<file path="config.mk">
export PLATFORM = sky130hd
export DESIGN_NAME = audio_chunk_planner_unit
export DESIGN_NICKNAME = d
export VERILOG_FILES = /design/src/hw/rtl/acp_pkg.sv /design/src/hw/rtl/acp_muldiv.sv /design/src/hw/rtl/audio_chunk_planner_unit.sv
export SDC_FILE = /design/constraint.sdc
export NUM_CORES = 2
export LEC_CHECK = 0
export ABC_AREA = 1
export ABC_CLOCK_PERIOD_IN_PS = 15810
export BUFFER_PORTS_ARGS = -buffer_cell sky130_fd_sc_hd__buf_4
export CAP_MARGIN = 20
export CORE_ASPECT_RATIO = 0.7
export CORE_MARGIN = 3
export CORE_UTILIZATION = 40
export CTS_CLUSTER_SIZE = 16
export DETAILED_ROUTE_END_ITERATION = 7
export GPL_TIMING_DRIVEN = 0
export SLEW_MARGIN = 20
export SYNTH_ARGS = -nofsm -noshare
export SYNTH_HDL_FRONTEND = slang
export SYNTH_SLANG_ARGS = --single-unit
</file>
<file path="constraint.sdc">
create_clock -name clk -period 15.81 [get_ports clk]
set_input_delay 0.7905 -clock clk [delete_from_list [all_inputs] [get_ports clk]]
set_output_delay 0.7905 -clock clk [all_outputs]
set_load 0.05 [all_outputs]
</file>
<file path="src/hw/rtl/acp_pkg.sv">
package acp_pkg;

	localparam int unsigned PENDING_CAPACITY_DEF = 4096;

	localparam int unsigned FRAMES_W = 13;
	localparam int unsigned TIME_W   = 63;
	localparam int unsigned OFFSET_W = 40;
	localparam int unsigned RATE_W   = 20;
	localparam int unsigned DUR_W    = 16;
	localparam int unsigned SIZE_W   = FRAMES_W + 1;
	localparam int unsigned CNT_W    = 7;

	localparam int unsigned MD_A_W = OFFSET_W;
	localparam int unsigned MD_B_W = 30;
	localparam int unsigned MD_D_W = RATE_W;
	localparam int unsigned MD_P_W = MD_A_W + MD_B_W;

	localparam logic [MD_B_W-1:0]   NS_PER_SEC = MD_B_W'(1000000000);
	localparam logic [TIME_W-1:0]   MAX63      = {TIME_W{1'b1}};
	localparam logic [OFFSET_W-1:0] OFFSET_MAX = {OFFSET_W{1'b1}};
	localparam logic [FRAMES_W-1:0] BASE_MAX   = {FRAMES_W{1'b1}};

	localparam logic [CNT_W-1:0] MAX_RESULTS = CNT_W'(64);

	localparam int unsigned RATE_RST = 48000;
	localparam int unsigned NUM_RST  = 1;
	localparam int unsigned DEN_RST  = 50;
	localparam longint unsigned RST_PROD = longint'(RATE_RST) * longint'(NUM_RST);
	localparam longint unsigned RST_BASE = RST_PROD / DEN_RST;
	localparam longint unsigned RST_REM  = RST_PROD % DEN_RST;
	localparam logic [FRAMES_W-1:0] BASE_RST =
		(RST_BASE > 8191) ? BASE_MAX : FRAMES_W'(RST_BASE);
	localparam logic [DUR_W-1:0] REM_RST = DUR_W'(RST_REM);

	localparam int unsigned CFG_IDX_W  = 3;
	localparam int unsigned CFG_DATA_W = RATE_W;
	localparam logic [CFG_IDX_W-1:0] CFG_SAMPLE_RATE  = 3'd0;
	localparam logic [CFG_IDX_W-1:0] CFG_DURATION_NUM = 3'd1;
	localparam logic [CFG_IDX_W-1:0] CFG_DURATION_DEN = 3'd2;
	localparam logic [CFG_IDX_W-1:0] CFG_STRICT_MODE  = 3'd3;
	localparam logic [CFG_IDX_W-1:0] CFG_REVERSE_PLAY = 3'd4;

	localparam logic [1:0] OP_ARRIVAL = 2'd0;
	localparam logic [1:0] OP_DRAIN   = 2'd1;
	localparam logic [1:0] OP_FLUSH   = 2'd2;

	localparam logic [1:0] KIND_CHUNK     = 2'd0;
	localparam logic [1:0] KIND_DISCARDED = 2'd1;
	localparam logic [1:0] KIND_NOT_CFG   = 2'd2;
	localparam logic [1:0] KIND_OVERFLOW  = 2'd3;

	typedef struct packed {
		logic [1:0]          opcode;
		logic [FRAMES_W-1:0] frame_count;
		logic [TIME_W-1:0]   arrival_time;
		logic                discont;
	} in_item_t;

	typedef struct packed {
		logic [1:0]          kind;
		logic [FRAMES_W-1:0] chunk_frames;
		logic [TIME_W-1:0]   chunk_time;
		logic [TIME_W-1:0]   chunk_length;
		logic                starts_run;
		logic                last;
	} out_item_t;

	typedef struct packed {
		logic              start;
		logic [MD_A_W-1:0] a;
		logic [MD_B_W-1:0] b;
		logic [MD_D_W-1:0] d;
	} md_req_t;

	typedef struct packed {
		logic              done;
		logic [MD_P_W-1:0] q;
		logic [MD_D_W-1:0] r;
	} md_rsp_t;

endpackage

</file>
<file path="src/hw/rtl/acp_muldiv.sv">
module acp_muldiv (
	input  logic            clk,
	input  logic            arst_n,
	input  acp_pkg::md_req_t req,
	output acp_pkg::md_rsp_t rsp
);
	import acp_pkg::*;

	typedef enum logic [1:0] {M_IDLE, M_MUL, M_DIV} mstate_t;

	localparam logic [CNT_W-1:0] MUL_LAST = CNT_W'(MD_B_W - 1);
	localparam logic [CNT_W-1:0] DIV_LAST = CNT_W'(MD_P_W - 1);

	mstate_t             state_q;
	logic [CNT_W-1:0]    cnt_q;
	logic [MD_P_W-1:0]   p_q;
	logic [MD_P_W-1:0]   a_q;
	logic [MD_B_W-1:0]   b_q;
	logic [MD_D_W-1:0]   d_q;
	logic [MD_D_W:0]     rem_q;
	logic                done_q;
	logic [MD_D_W:0]     nrem;
	logic                fits;

	assign nrem = {rem_q[MD_D_W-1:0], p_q[MD_P_W-1]};
	assign fits = nrem >= {1'b0, d_q};

	always_ff @(posedge clk or negedge arst_n) begin
		if (!arst_n) begin
			state_q <= M_IDLE;
			cnt_q   <= '0;
			done_q  <= 1'b0;
		end else begin
			done_q <= 1'b0;
			case (state_q)
				M_IDLE: begin
					if (req.start) begin
						p_q     <= '0;
						a_q     <= MD_P_W'(req.a);
						b_q     <= req.b;
						d_q     <= req.d;
						rem_q   <= '0;
						cnt_q   <= '0;
						state_q <= M_MUL;
					end
				end
				M_MUL: begin
					if (b_q[0]) p_q <= p_q + a_q;
					a_q <= {a_q[MD_P_W-2:0], 1'b0};
					b_q <= {1'b0, b_q[MD_B_W-1:1]};
					if (cnt_q == MUL_LAST) begin
						cnt_q   <= '0;
						state_q <= M_DIV;
					end else begin
						cnt_q <= cnt_q + 1'b1;
					end
				end
				M_DIV: begin
					rem_q <= fits ? nrem - {1'b0, d_q} : nrem;
					p_q   <= {p_q[MD_P_W-2:0], fits};
					if (cnt_q == DIV_LAST) begin
						done_q  <= 1'b1;
						state_q <= M_IDLE;
					end else begin
						cnt_q <= cnt_q + 1'b1;
					end
				end
				default: state_q <= M_IDLE;
			endcase
		end
	end

	assign rsp.done = done_q;
	assign rsp.q    = p_q;
	assign rsp.r    = rem_q[MD_D_W-1:0];

endmodule

</file>
<file path="src/hw/rtl/audio_chunk_planner_unit.sv">
// Audio chunk planner: counts arriving frames into fixed-duration chunks and emits one beat
// per chunk, discard, overflow or not-configured event, the final beat of an item marked last.
// All time arithmetic runs on one shared multiply-divide unit; each conversion takes 30
// shift-add multiply steps, then 70 restoring divide steps. A chunk costs two conversions
// plus a size test, two launches, two result handoffs and the put, and the put waits while
// the result port stalls. A write to sample_rate, duration_num or duration_den holds both
// ports off while the chunk size is rederived.
module audio_chunk_planner_unit #(
	parameter int unsigned PENDING_CAPACITY = acp_pkg::PENDING_CAPACITY_DEF
) (
	input  logic                              clk,
	input  logic                              arst_n,
	input  logic                              in_valid,
	output logic                              in_ready,
	input  acp_pkg::in_item_t                 in_data,
	output logic                              out_valid,
	input  logic                              out_ready,
	output acp_pkg::out_item_t                out_data,
	input  logic                              cfg_valid,
	output logic                              cfg_ready,
	input  logic [acp_pkg::CFG_IDX_W-1:0]     cfg_index,
	input  logic [acp_pkg::CFG_DATA_W-1:0]    cfg_data
);
	import acp_pkg::*;

	localparam int unsigned PW = $clog2(PENDING_CAPACITY + 1);
	localparam int unsigned SW = ((PW > FRAMES_W) ? PW : FRAMES_W) + 1;
	localparam logic [SW-1:0] CAP = SW'(PENDING_CAPACITY);

	typedef enum logic [3:0] {
		S_IDLE, S_RECOMP, S_RECOMP_W, S_DISPATCH, S_DISC_DONE, S_CAP, S_RC_TEST,
		S_CV1, S_CV1_W, S_CV2, S_CV2_W, S_PUT_CHUNK, S_RC_END, S_PUT_ONE, S_FIN
	} state_t;

	state_t               state_q, ret_q, one_ret_q;
	logic [RATE_W-1:0]    rate_q;
	logic [DUR_W-1:0]     num_q, den_q;
	logic                 strict_q, reverse_q;
	logic [PW-1:0]        pending_q;
	logic [DUR_W-1:0]     acc_q, crem_q;
	logic [OFFSET_W-1:0]  roff_q, noff_q;
	logic                 ovalid_q;
	logic [TIME_W-1:0]    rbase_q;
	logic [FRAMES_W-1:0]  base_q;
	in_item_t             item_q;
	logic [CNT_W-1:0]     cnt_q, limit_q;
	logic                 force_q;
	logic [SIZE_W-1:0]    n_q;
	logic                 start_q;
	logic [TIME_W-1:0]    diff_q, t_q, len_q;
	logic [1:0]           one_kind_q;
	logic [FRAMES_W-1:0]  one_frames_q;
	out_item_t            hld_q, out_q;
	logic                 hld_v_q, out_v_q;

	md_req_t              md_req;
	md_rsp_t              md_rsp;

	logic                 put_req, put_stall, put_fire;
	out_item_t            put_data;
	out_item_t            fin_data;
	logic                 fin_move;
	logic [SW-1:0]        pend_ext, sum_ext, size_ext;
	logic [DUR_W:0]       rsum;
	logic                 bump;
	logic [SIZE_W-1:0]    size;
	logic [DUR_W-1:0]     acc_next;
	logic [OFFSET_W:0]    noff_raw;
	logic [TIME_W-1:0]    conv;
	logic [TIME_W:0]      fsum;

	acp_muldiv u_md (.clk(clk), .arst_n(arst_n), .req(md_req), .rsp(md_rsp));

	assign pend_ext = SW'(pending_q);
	assign sum_ext  = pend_ext + SW'(item_q.frame_count);
	assign rsum     = {1'b0, acc_q} + {1'b0, crem_q};
	assign bump     = rsum >= {1'b0, den_q};
	assign acc_next = bump ? DUR_W'(rsum - {1'b0, den_q}) : rsum[DUR_W-1:0];
	assign size     = SIZE_W'(base_q) + SIZE_W'(bump);
	assign size_ext = SW'(size);
	assign conv     = (|md_rsp.q[MD_P_W-1:TIME_W]) ? MAX63 : md_rsp.q[TIME_W-1:0];
	assign fsum     = {1'b0, rbase_q} + {1'b0, diff_q};

	always_comb begin
		md_req.start = 1'b0;
		md_req.a     = roff_q;
		md_req.b     = NS_PER_SEC;
		md_req.d     = rate_q;
		case (state_q)
			S_RECOMP: begin
				md_req.start = (rate_q != '0) && (den_q != '0);
				md_req.a     = MD_A_W'(rate_q);
				md_req.b     = MD_B_W'(num_q);
				md_req.d     = MD_D_W'(den_q);
			end
			S_CV1: md_req.start = 1'b1;
			S_CV2: begin
				md_req.start = 1'b1;
				md_req.a     = reverse_q ? MD_A_W'(n_q) : noff_q;
			end
			default: md_req.start = 1'b0;
		endcase
	end

	always_comb begin
		noff_raw = {1'b0, roff_q} + (OFFSET_W + 1)'(size);
		if (!(pend_ext >= size_ext)) noff_raw = {1'b0, roff_q} + (OFFSET_W + 1)'(pending_q);
	end

	always_comb begin
		put_req  = 1'b0;
		put_data = '0;
		case (state_q)
			S_PUT_CHUNK: begin
				put_req               = 1'b1;
				put_data.kind         = KIND_CHUNK;
				put_data.chunk_frames = n_q[FRAMES_W-1:0];
				put_data.chunk_time   = t_q;
				put_data.chunk_length = len_q;
				put_data.starts_run   = start_q;
			end
			S_PUT_ONE: begin
				put_req               = 1'b1;
				put_data.kind         = one_kind_q;
				put_data.chunk_frames = one_frames_q;
			end
			default: put_req = 1'b0;
		endcase
	end

	always_comb begin
		fin_data      = hld_q;
		fin_data.last = 1'b1;
	end

	assign put_stall = hld_v_q && out_v_q && !out_ready;
	assign put_fire  = put_req && !put_stall;
	assign fin_move  = (state_q == S_FIN) && hld_v_q && (!out_v_q || out_ready);

	assign in_ready  = (state_q == S_IDLE);
	assign cfg_ready = (state_q == S_IDLE) && !in_valid;
	assign out_valid = out_v_q;
	assign out_data  = out_q;

	always_ff @(posedge clk or negedge arst_n) begin
		if (!arst_n) begin
			state_q   <= S_IDLE;
			ret_q     <= S_FIN;
			one_ret_q <= S_FIN;
			rate_q    <= RATE_W'(RATE_RST);
			num_q     <= DUR_W'(NUM_RST);
			den_q     <= DUR_W'(DEN_RST);
			strict_q  <= 1'b0;
			reverse_q <= 1'b0;
			pending_q <= '0;
			acc_q     <= '0;
			crem_q    <= REM_RST;
			roff_q    <= '0;
			ovalid_q  <= 1'b0;
			rbase_q   <= '0;
			base_q    <= BASE_RST;
			cnt_q     <= '0;
			limit_q   <= '0;
			force_q   <= 1'b0;
			hld_v_q   <= 1'b0;
			out_v_q   <= 1'b0;
		end else begin
			if (out_v_q && out_ready && !(put_fire && hld_v_q) && !fin_move) out_v_q <= 1'b0;
			if (put_fire) begin
				if (hld_v_q) begin
					out_q   <= hld_q;
					out_v_q <= 1'b1;
				end
				hld_q   <= put_data;
				hld_v_q <= 1'b1;
				cnt_q   <= cnt_q + 1'b1;
			end

			case (state_q)
				S_IDLE: begin
					if (in_valid) begin
						item_q  <= in_data;
						cnt_q   <= '0;
						hld_v_q <= 1'b0;
						state_q <= S_DISPATCH;
					end else if (cfg_valid) begin
						case (cfg_index)
							CFG_SAMPLE_RATE: begin
								rate_q  <= cfg_data;
								state_q <= S_RECOMP;
							end
							CFG_DURATION_NUM: begin
								num_q   <= cfg_data[DUR_W-1:0];
								state_q <= S_RECOMP;
							end
							CFG_DURATION_DEN: begin
								den_q   <= cfg_data[DUR_W-1:0];
								state_q <= S_RECOMP;
							end
							CFG_STRICT_MODE:  strict_q  <= cfg_data[0];
							CFG_REVERSE_PLAY: reverse_q <= cfg_data[0];
							default: state_q <= S_IDLE;
						endcase
					end
				end
				S_RECOMP: begin
					if (md_req.start) begin
						state_q <= S_RECOMP_W;
					end else begin
						base_q  <= '0;
						state_q <= S_IDLE;
					end
				end
				S_RECOMP_W: begin
					if (md_rsp.done) begin
						if (md_rsp.q == '0) begin
							base_q <= '0;
						end else begin
							base_q <= (|md_rsp.q[MD_P_W-1:FRAMES_W]) ? BASE_MAX
								: md_rsp.q[FRAMES_W-1:0];
							crem_q <= md_rsp.r[DUR_W-1:0];
							acc_q  <= '0;
						end
						state_q <= S_IDLE;
					end
				end
				S_DISPATCH: begin
					case (item_q.opcode)
						OP_ARRIVAL: begin
							if (base_q == '0) begin
								one_kind_q   <= KIND_NOT_CFG;
								one_frames_q <= item_q.frame_count;
								one_ret_q    <= S_FIN;
								state_q      <= S_PUT_ONE;
							end else if (item_q.discont || !ovalid_q) begin
								if (strict_q) begin
									if (pending_q != '0) begin
										one_kind_q   <= KIND_DISCARDED;
										one_frames_q <= pend_ext[FRAMES_W-1:0];
										one_ret_q    <= S_DISC_DONE;
										pending_q    <= '0;
										state_q      <= S_PUT_ONE;
									end else begin
										state_q <= S_DISC_DONE;
									end
								end else begin
									force_q <= 1'b1;
									limit_q <= MAX_RESULTS - CNT_W'(2);
									ret_q   <= S_DISC_DONE;
									state_q <= S_RC_TEST;
								end
							end else begin
								state_q <= S_CAP;
							end
						end
						OP_DRAIN: begin
							if (strict_q) begin
								if (pending_q != '0) begin
									one_kind_q   <= KIND_DISCARDED;
									one_frames_q <= pend_ext[FRAMES_W-1:0];
									one_ret_q    <= S_FIN;
									pending_q    <= '0;
									state_q      <= S_PUT_ONE;
								end else begin
									state_q <= S_FIN;
								end
							end else if (base_q != '0) begin
								force_q <= 1'b1;
								limit_q <= MAX_RESULTS - CNT_W'(1);
								ret_q   <= S_FIN;
								state_q <= S_RC_TEST;
							end else begin
								state_q <= S_FIN;
							end
						end
						OP_FLUSH: begin
							pending_q <= '0;
							roff_q    <= '0;
							acc_q     <= '0;
							ovalid_q  <= 1'b0;
							state_q   <= S_FIN;
						end
						default: state_q <= S_FIN;
					endcase
				end
				S_DISC_DONE: begin
					roff_q   <= '0;
					acc_q    <= '0;
					rbase_q  <= item_q.arrival_time;
					ovalid_q <= 1'b1;
					state_q  <= S_CAP;
				end
				S_CAP: begin
					if (sum_ext > CAP) begin
						one_kind_q   <= KIND_OVERFLOW;
						one_frames_q <= item_q.frame_count;
						one_ret_q    <= S_FIN;
						state_q      <= S_PUT_ONE;
					end else begin
						pending_q <= PW'(sum_ext);
						force_q   <= 1'b0;
						limit_q   <= MAX_RESULTS;
						ret_q     <= S_FIN;
						state_q   <= S_RC_TEST;
					end
				end
				S_RC_TEST: begin
					start_q <= (roff_q == '0);
					noff_q  <= noff_raw[OFFSET_W] ? OFFSET_MAX : noff_raw[OFFSET_W-1:0];
					if (cnt_q >= limit_q) begin
						state_q <= S_RC_END;
					end else if (pend_ext >= size_ext) begin
						n_q     <= size;
						state_q <= S_CV1;
					end else if (force_q && pending_q != '0) begin
						n_q     <= SIZE_W'(pending_q);
						state_q <= S_CV1;
					end else begin
						state_q <= S_RC_END;
					end
				end
				S_CV1: state_q <= S_CV1_W;
				S_CV1_W: begin
					if (md_rsp.done) begin
						diff_q  <= conv;
						state_q <= S_CV2;
					end
				end
				S_CV2: state_q <= S_CV2_W;
				S_CV2_W: begin
					if (md_rsp.done) begin
						if (reverse_q) begin
							t_q   <= (rbase_q > diff_q) ? rbase_q - diff_q : '0;
							len_q <= conv;
						end else begin
							t_q   <= fsum[TIME_W] ? MAX63 : fsum[TIME_W-1:0];
							len_q <= conv - diff_q;
						end
						state_q <= S_PUT_CHUNK;
					end
				end
				S_PUT_CHUNK: begin
					if (!put_stall) begin
						roff_q    <= noff_q;
						acc_q     <= acc_next;
						pending_q <= PW'(pend_ext - SW'(n_q));
						state_q   <= S_RC_TEST;
					end
				end
				S_RC_END: begin
					if (force_q && pending_q != '0) begin
						one_kind_q   <= KIND_DISCARDED;
						one_frames_q <= pend_ext[FRAMES_W-1:0];
						one_ret_q    <= ret_q;
						pending_q    <= '0;
						state_q      <= S_PUT_ONE;
					end else begin
						state_q <= ret_q;
					end
				end
				S_PUT_ONE: begin
					if (!put_stall) state_q <= one_ret_q;
				end
				S_FIN: begin
					if (!hld_v_q) begin
						state_q <= S_IDLE;
					end else if (fin_move) begin
						out_q   <= fin_data;
						out_v_q <= 1'b1;
						hld_v_q <= 1'b0;
						state_q <= S_IDLE;
					end
				end
				default: state_q <= S_IDLE;
			endcase
		end
	end

endmodule

</file>
# ---- Word level (Yosys, flattened, before mapping)
# Index checks and enable logic that the tools add are counted.
dict set report totals {
  out_inout_bits 146
  ff_bits 1088
}
dict set report classes {
  n_reduce_logical 76
  bitwise 3
  order_cmp 6
  addsub 14
  eq_ne 55
  n_mux 153
}
# op count
set op_table {}
lappend op_table {{143-bit two-way mux} 5}
lappend op_table {{63-bit two-way mux} 5}
lappend op_table {{13-bit two-way mux} 17}
lappend op_table {{70-bit two-way mux} 3}
lappend op_table {{70-bit one-hot mux with 3 select lines} 1}
lappend op_table {{70-bit one-hot mux with 2 select lines} 1}
lappend op_table {{4-bit two-way mux} 34}
lappend op_table {{63-bit subtractor} 2}
lappend op_table {{40-bit two-way mux} 3}
lappend op_table {{40-bit one-hot mux with 3 select lines} 1}
lappend op_table {{7-bit two-way mux} 12}
lappend op_table {{16-bit two-way mux} 5}
lappend op_table {{40-bit one-hot mux with 2 select lines} 1}
lappend op_table {{13-bit one-hot mux with 3 select lines} 2}
lappend op_table {{70-bit adder} 1}
lappend op_table {{70-bit zero test} 1}
lappend op_table {{63-bit by 63-bit adder with 64-bit output} 1}
lappend op_table {{16-bit one-hot mux with 4 select lines} 1}
lappend op_table {{63-bit greater-than comparator} 1}
lappend op_table {{30-bit one-hot mux with 2 select lines} 1}
lappend op_table {{4-bit one-hot mux with 15 select lines} 1}
lappend op_table {{57-bit OR reduction} 1}
lappend op_table {{13-bit one-hot mux with 2 select lines} 2}
lappend op_table {{13-bit one-hot mux with 4 select lines} 1}
lappend op_table {{other kinds (73)} 204}

# ---- Logic depth before layout (Yosys ltp)
dict set report depth {
  ltp_word 14
  mapped_depth 51
}

# ---- Hierarchy
# A second synthesis with hierarchy kept.
dict set report unflattened {
  cells_unflattened 9465
  area_unflattened_um2 72424.5
}
# mod cells_each seq_area_each_um2 area_each_um2 instances
set by_module_without_submodules {}
lappend by_module_without_submodules {audio_chunk_planner_unit 7159 24584.8 56304.0 1}
lappend by_module_without_submodules {acp_muldiv 2306 6556.3 16120.5 1}

# ---- Worst setup path before layout
# Ideal clock, no wire load.
dict set report synth_timing {
  path_type {input port to flip-flop}
  start {input arst_n}
  end {register len_q[0], enable pin}
  setup_slack_ns 1.954
  path_buffers 0
  t_arrival_ns 12.936
  t_required_ns 14.890
  setup_ns 0.920
  stages 2
  cell_sequence {inv_1 -> nor4_1}
}
dict set report synth_via {
  elab_chain_len 1
}
# element line_no
set synth_lines {}
lappend synth_lines {{from (decl)} audio_chunk_planner_unit.sv:12} ;# input logic arst_n,
lappend synth_lines {{3-bit AND reduction (no line)} -}
lappend synth_lines {{to (signal assigned)} audio_chunk_planner_unit.sv:334} ;# len_q <= conv;
lappend synth_lines {{to (signal assigned)} audio_chunk_planner_unit.sv:337} ;# len_q <= conv - diff_q;
lappend synth_lines {{to (decl)} audio_chunk_planner_unit.sv:50} ;# logic [TIME_W-1:0] diff_q, t_q, len_q;
# No other way between the ends.
# A chain may end at the register's enable or synchronous reset.

# ---- Worst setup path after layout
dict set report layout_timing {
  start {register crem_q[0]}
  end {register noff_q[27], data pin}
}
dict set report layout_via {
  elab_chain_len 5
  word_cells_on_any_way 6
}
# element line_no
set layout_lines {}
lappend layout_lines {{from (decl)} audio_chunk_planner_unit.sv:40} ;# logic [DUR_W-1:0] acc_q, crem_q;
lappend layout_lines {{from (signal assigned)} audio_chunk_planner_unit.sv:221} ;# crem_q <= md_rsp.r[DUR_W-1:0];
lappend layout_lines {{16-bit by 16-bit adder with 17-bit output *} audio_chunk_planner_unit.sv:76} ;# assign rsum = {1'b0, acc_q} + {1'b0, crem_q};
lappend layout_lines {{17-bit by 16-bit >= comparator with 1-bit output *} audio_chunk_planner_unit.sv:77} ;# assign bump = rsum >= {1'b0, den_q};
lappend layout_lines {{13-bit by 1-bit adder with 14-bit output *} audio_chunk_planner_unit.sv:79} ;# assign size = SIZE_W'(base_q) + SIZE_W'(bump);
lappend layout_lines {{40-bit by 14-bit adder with 41-bit output or 13-bit by 14-bit >= comparator with 1-bit output (tied branches)} {audio_chunk_planner_unit.sv:106, audio_chunk_planner_unit.sv:107}}
lappend layout_lines {{41-bit two-way mux *} audio_chunk_planner_unit.sv:107} ;# if (!(pend_ext >= size_ext)) noff_raw = {1'b0, roff_q} + (OFFSET_W + 1)'(pending_q);
lappend layout_lines {{to (signal assigned)} audio_chunk_planner_unit.sv:309} ;# noff_q <= noff_raw[OFFSET_W] ? OFFSET_MAX : noff_raw[OFFSET_W-1:0];
lappend layout_lines {{to (decl)} audio_chunk_planner_unit.sv:41} ;# logic [OFFSET_W-1:0] roff_q, noff_q;
# Mark *: on every way between the ends. The rest lies on a longest branch, timed or not.

==> flow_metrics.env <==
export IMPL_ys_seq_area_share_pct=43.0
export IMPL_synthTopCellsByArea="edfxtp_1 (35%), nand2_1 (15%), dfrtp_1 (7.8%)"
export IMPL_timing_worst_setup_path_type="reg2reg"
export IMPL_place_inst=12300
export IMPL_max_cap_violations=0
export IMPL_netlist_area_leader_share_pct=34.5
export IMPL_p_leak_nw=37.3
export IMPL_grt_overflow=0
export IMPL_rsz0062_at_grt="no"
export IMPL_placementRows=130
export IMPL_fp_dieW_um=515
export IMPL_finalCritPeriodShare_pct=66.3
export IMPL_clockRootBuffer="clkbuf_16"
export IMPL_reg2reg_slack_ps=5330
export IMPL_critPathMaxStageDelay_ps=640
export IMPL_syn_cell_area_um2=72500
export IMPL_drt_iter0_drc=9263
export IMPL_vdd_drop_max_uv=139
export IMPL_clkSlewWorstSetupHoldPaths_ps=70
export IMPL_cts_hold_buffers=0
export IMPL_cts_buffers=110
export IMPL_drc=0
export IMPL_skew_ps=60.7
export IMPL_ant_nets=0
export IMPL_clock_latency_ps=780
export IMPL_antenna_found_initial=10
export IMPL_grt_usage_pct=33.4
export IMPL_p_sw_share_pct=51.5
export IMPL_synthDistinctLibCells=60
export IMPL_hpwl_um=267000
export IMPL_start_util_pct=40.3
export IMPL_crit_slowest_cell="o21ai_2"
export IMPL_die_h_um=362
export IMPL_ctsResizeCount=0
export IMPL_synth_top_area_cell="edfxtp_1"
export IMPL_status="finished clean"
export IMPL_layout_drive_gt1_share_pct=7.25
export IMPL_clk_path_buf_depth=3
export IMPL_timing_fmax_ghz=0.0954
export IMPL_cp_num_buf_inv=5
export IMPL_finalNetCount=10500
export IMPL_synth_edf_count=833
export IMPL_p_per_area_nw_per_um2=197
export IMPL_synth_most_common_cell="nand2_1"
export IMPL_final_hold_viol_count=0
export IMPL_regArea_um2=31100
export IMPL_wl_per_cell_um=25.7
export IMPL_grt_pass1_vias=62500
export IMPL_setup_viol=0
export IMPL_gp_congestion=1.04
export IMPL_path_delay_family="simple AND/OR/NAND/NOR gates"
export IMPL_num_io_pins=253
export IMPL_intPower_mw=7.85
export IMPL_syn_inst=9584
export IMPL_p_sw_mw=8.33
export IMPL_start_kind="flip-flop"
export IMPL_ys_ff_latch=1077
export IMPL_routed_wl_um=321000
export IMPL_end_kind="flip-flop"
export IMPL_cpMostUsedCell="nand2_1"
export IMPL_p_clk_share_pct=16.9
export IMPL_fp_dieArea_um2=186000
export IMPL_multiInputGateArea_um2=34900
export IMPL_p_seq_share_pct=28.2
export IMPL_grt_pass1_wl_um=452000
export IMPL_drv_slew=0
export IMPL_viasPerCell=5.53
export IMPL_avgSynthCellArea_um2=7.56
export IMPL_arrival_ps=11130
export IMPL_numClockSinks=1077
export IMPL_instances_no_fill=12500
export IMPL_async_flop_share_pct=22.7
export IMPL_first_pass_iters=6
export IMPL_synth_flop_cell="edfxtp_1"
export IMPL_crit_required_ps=16460
export IMPL_via_count=69100
export IMPL_htreeDepth=3
export IMPL_tightest_slew_ps=1290
export IMPL_synth_top_cells_by_count="nand2_1 (2831), inv_1 (1430), nor2_1 (967), edfxtp_1 (833), a21oi_1 (617)"
export IMPL_place_port_buffers=252
export IMPL_core_um2=180000
export IMPL_post_cts_setup_buffers=0
export IMPL_max_slew_margin_pct=13.7
export IMPL_synth_warning_count=0
export IMPL_grt_max_degree=94
export IMPL_comb_power_share_pct=54.9
export IMPL_area_delta_synth_final_pct=13.0
export IMPL_hold_path_class="in2async"
export IMPL_nFillCells=18400
export IMPL_cts_tree="built"
export IMPL_layout_min_cycle_time_ps=10480
export IMPL_fin_tns_setup_ps=0
export IMPL_cp_max_fo=10
[worst register-to-register path: cells and delay by family (launching register included)]
kind / cells / cell delay, ps
simple gates: 25 / 3780
flops: 1 / 420
fa+ha+maj: 8 / 2490
xor+xnor: 2 / 600
compound gates: 6 / 2190
buf+inv: 5 / 830
[stage by stage]
step	total power [mW]	hold WS [ps]	setup WS (ps)	instance area (um2)	utilization, %
2_1_floorplan	9.72	425	1950	72500	-
3_3_place_gp	13.1	442	-11210	77400	43.0
3_5_place_dp	13.2	440	5580	78200	43.5
4_1_cts	15.9	24.4	5470	81900	45.6
5_1_grt	17.1	58.6	4530	82000	45.6
6_report	16.2	40.9	5330	82000	45.6
[routing by layer]
layer | global-route usage [%] | routed length [um]
met4 | 5.95 | 5920
met3 | 8.67 | 38100
met1 | 54.2 | 157000
met5 | 0 | 0
met2 | 43.6 | 121000
[final cells by class]
cell class	instances	share of cell area, %
flip-flops and latches	1077	38.0
multi-input cells	6822	42.6
repair buffers	320	3.26
diodes	2	0.00611
inverters	1440	6.59
clock inverters	72	0.966
clock buffers	136	3.56
plain buffers	246	1.34
well taps	2376	3.63
[registers in the layout, indices dropped and copies added, names as in the netlist, 20 cells and up]
name and flops:
u_md.rem_q 20, noff_q 40, diff_q 63, u_md.a_q 70, u_md.p_q 70, out_data 143
item_q 79, u_md.b_q 30, len_q 63, u_md.d_q 20, rbase_q 63, roff_q 40
t_q 63, fin_data 142, rate_q 20
[power groups by stage]
stage	Sequential [mW]	Clock, mW	Combinational, mW
after detailed placement	4.58	0	8.57
after CTS	4.53	2.78	8.62
after global routing	4.58	2.89	9.61
after global placement	4.66	0	8.43
after floorplan	4.43	0	5.29
final	4.56	2.74	8.88
[layout by cell type, fill, tap and decap left out, drive strengths merged, types with 9 or more instances in the layout]
| cell type | synthesis | layout |
|---|---|---|
| a21o | 27 | 27 |
| nand4 | 117 | 117 |
| a31oi | 25 | 25 |
| clkbuf | 147 | 284 |
| ha | 377 | 377 |
| mux2 | 146 | 146 |
| inv | 1440 | 1448 |
| o21bai | 59 | 59 |
| dfrtp | 227 | 227 |
| o21ai | 559 | 559 |
| a21boi | 14 | 14 |
| bufinv | 0 | 9 |
| nand3 | 562 | 562 |
| xnor2 | 39 | 39 |
| xor2 | 137 | 137 |
| nor2 | 975 | 975 |
| fa | 10 | 10 |
| or2 | 27 | 27 |
| o21a | 11 | 11 |
| nor3 | 107 | 107 |
| edfxtp | 833 | 833 |
| nand2 | 2834 | 2834 |
| o22ai | 18 | 18 |
| a21oi | 620 | 620 |
| a221oi | 10 | 10 |
| nor4 | 48 | 48 |
| nand3b | 31 | 31 |
| dfstp | 17 | 17 |
| clkinv | 0 | 47 |
| buf | 99 | 418 |
| o211ai | 29 | 29 |
[cell families after synthesis]
logic type	count (synthesis)	share of synthesized area [%]
XOR/XNOR	176	2.13
other	1	0.00517
multiplexers	146	2.27
AND/OR/NAND/NOR	4721	26.6
buffers and inverters	1686	8.96
flip-flops	1077	43.0
AO/OA/AOI/OAI	1390	10.3
adder cells (fa/ha/maj)	387	6.78
[final timing paths]
path                             from     endpoint  cells past startpoint
max                         crem_q[0]   noff_q[27]                     46
min                            arst_n     cnt_q[3]                      1
max reg2reg                 crem_q[0]   noff_q[27]                     46
min reg2reg                item_q[24]  rbase_q[23]                      2
max in group asynchronous      arst_n  rbase_q[48]                      3
min in group clk           in_data[0]    item_q[0]                      1
Power figures use the tool's default switching activity.
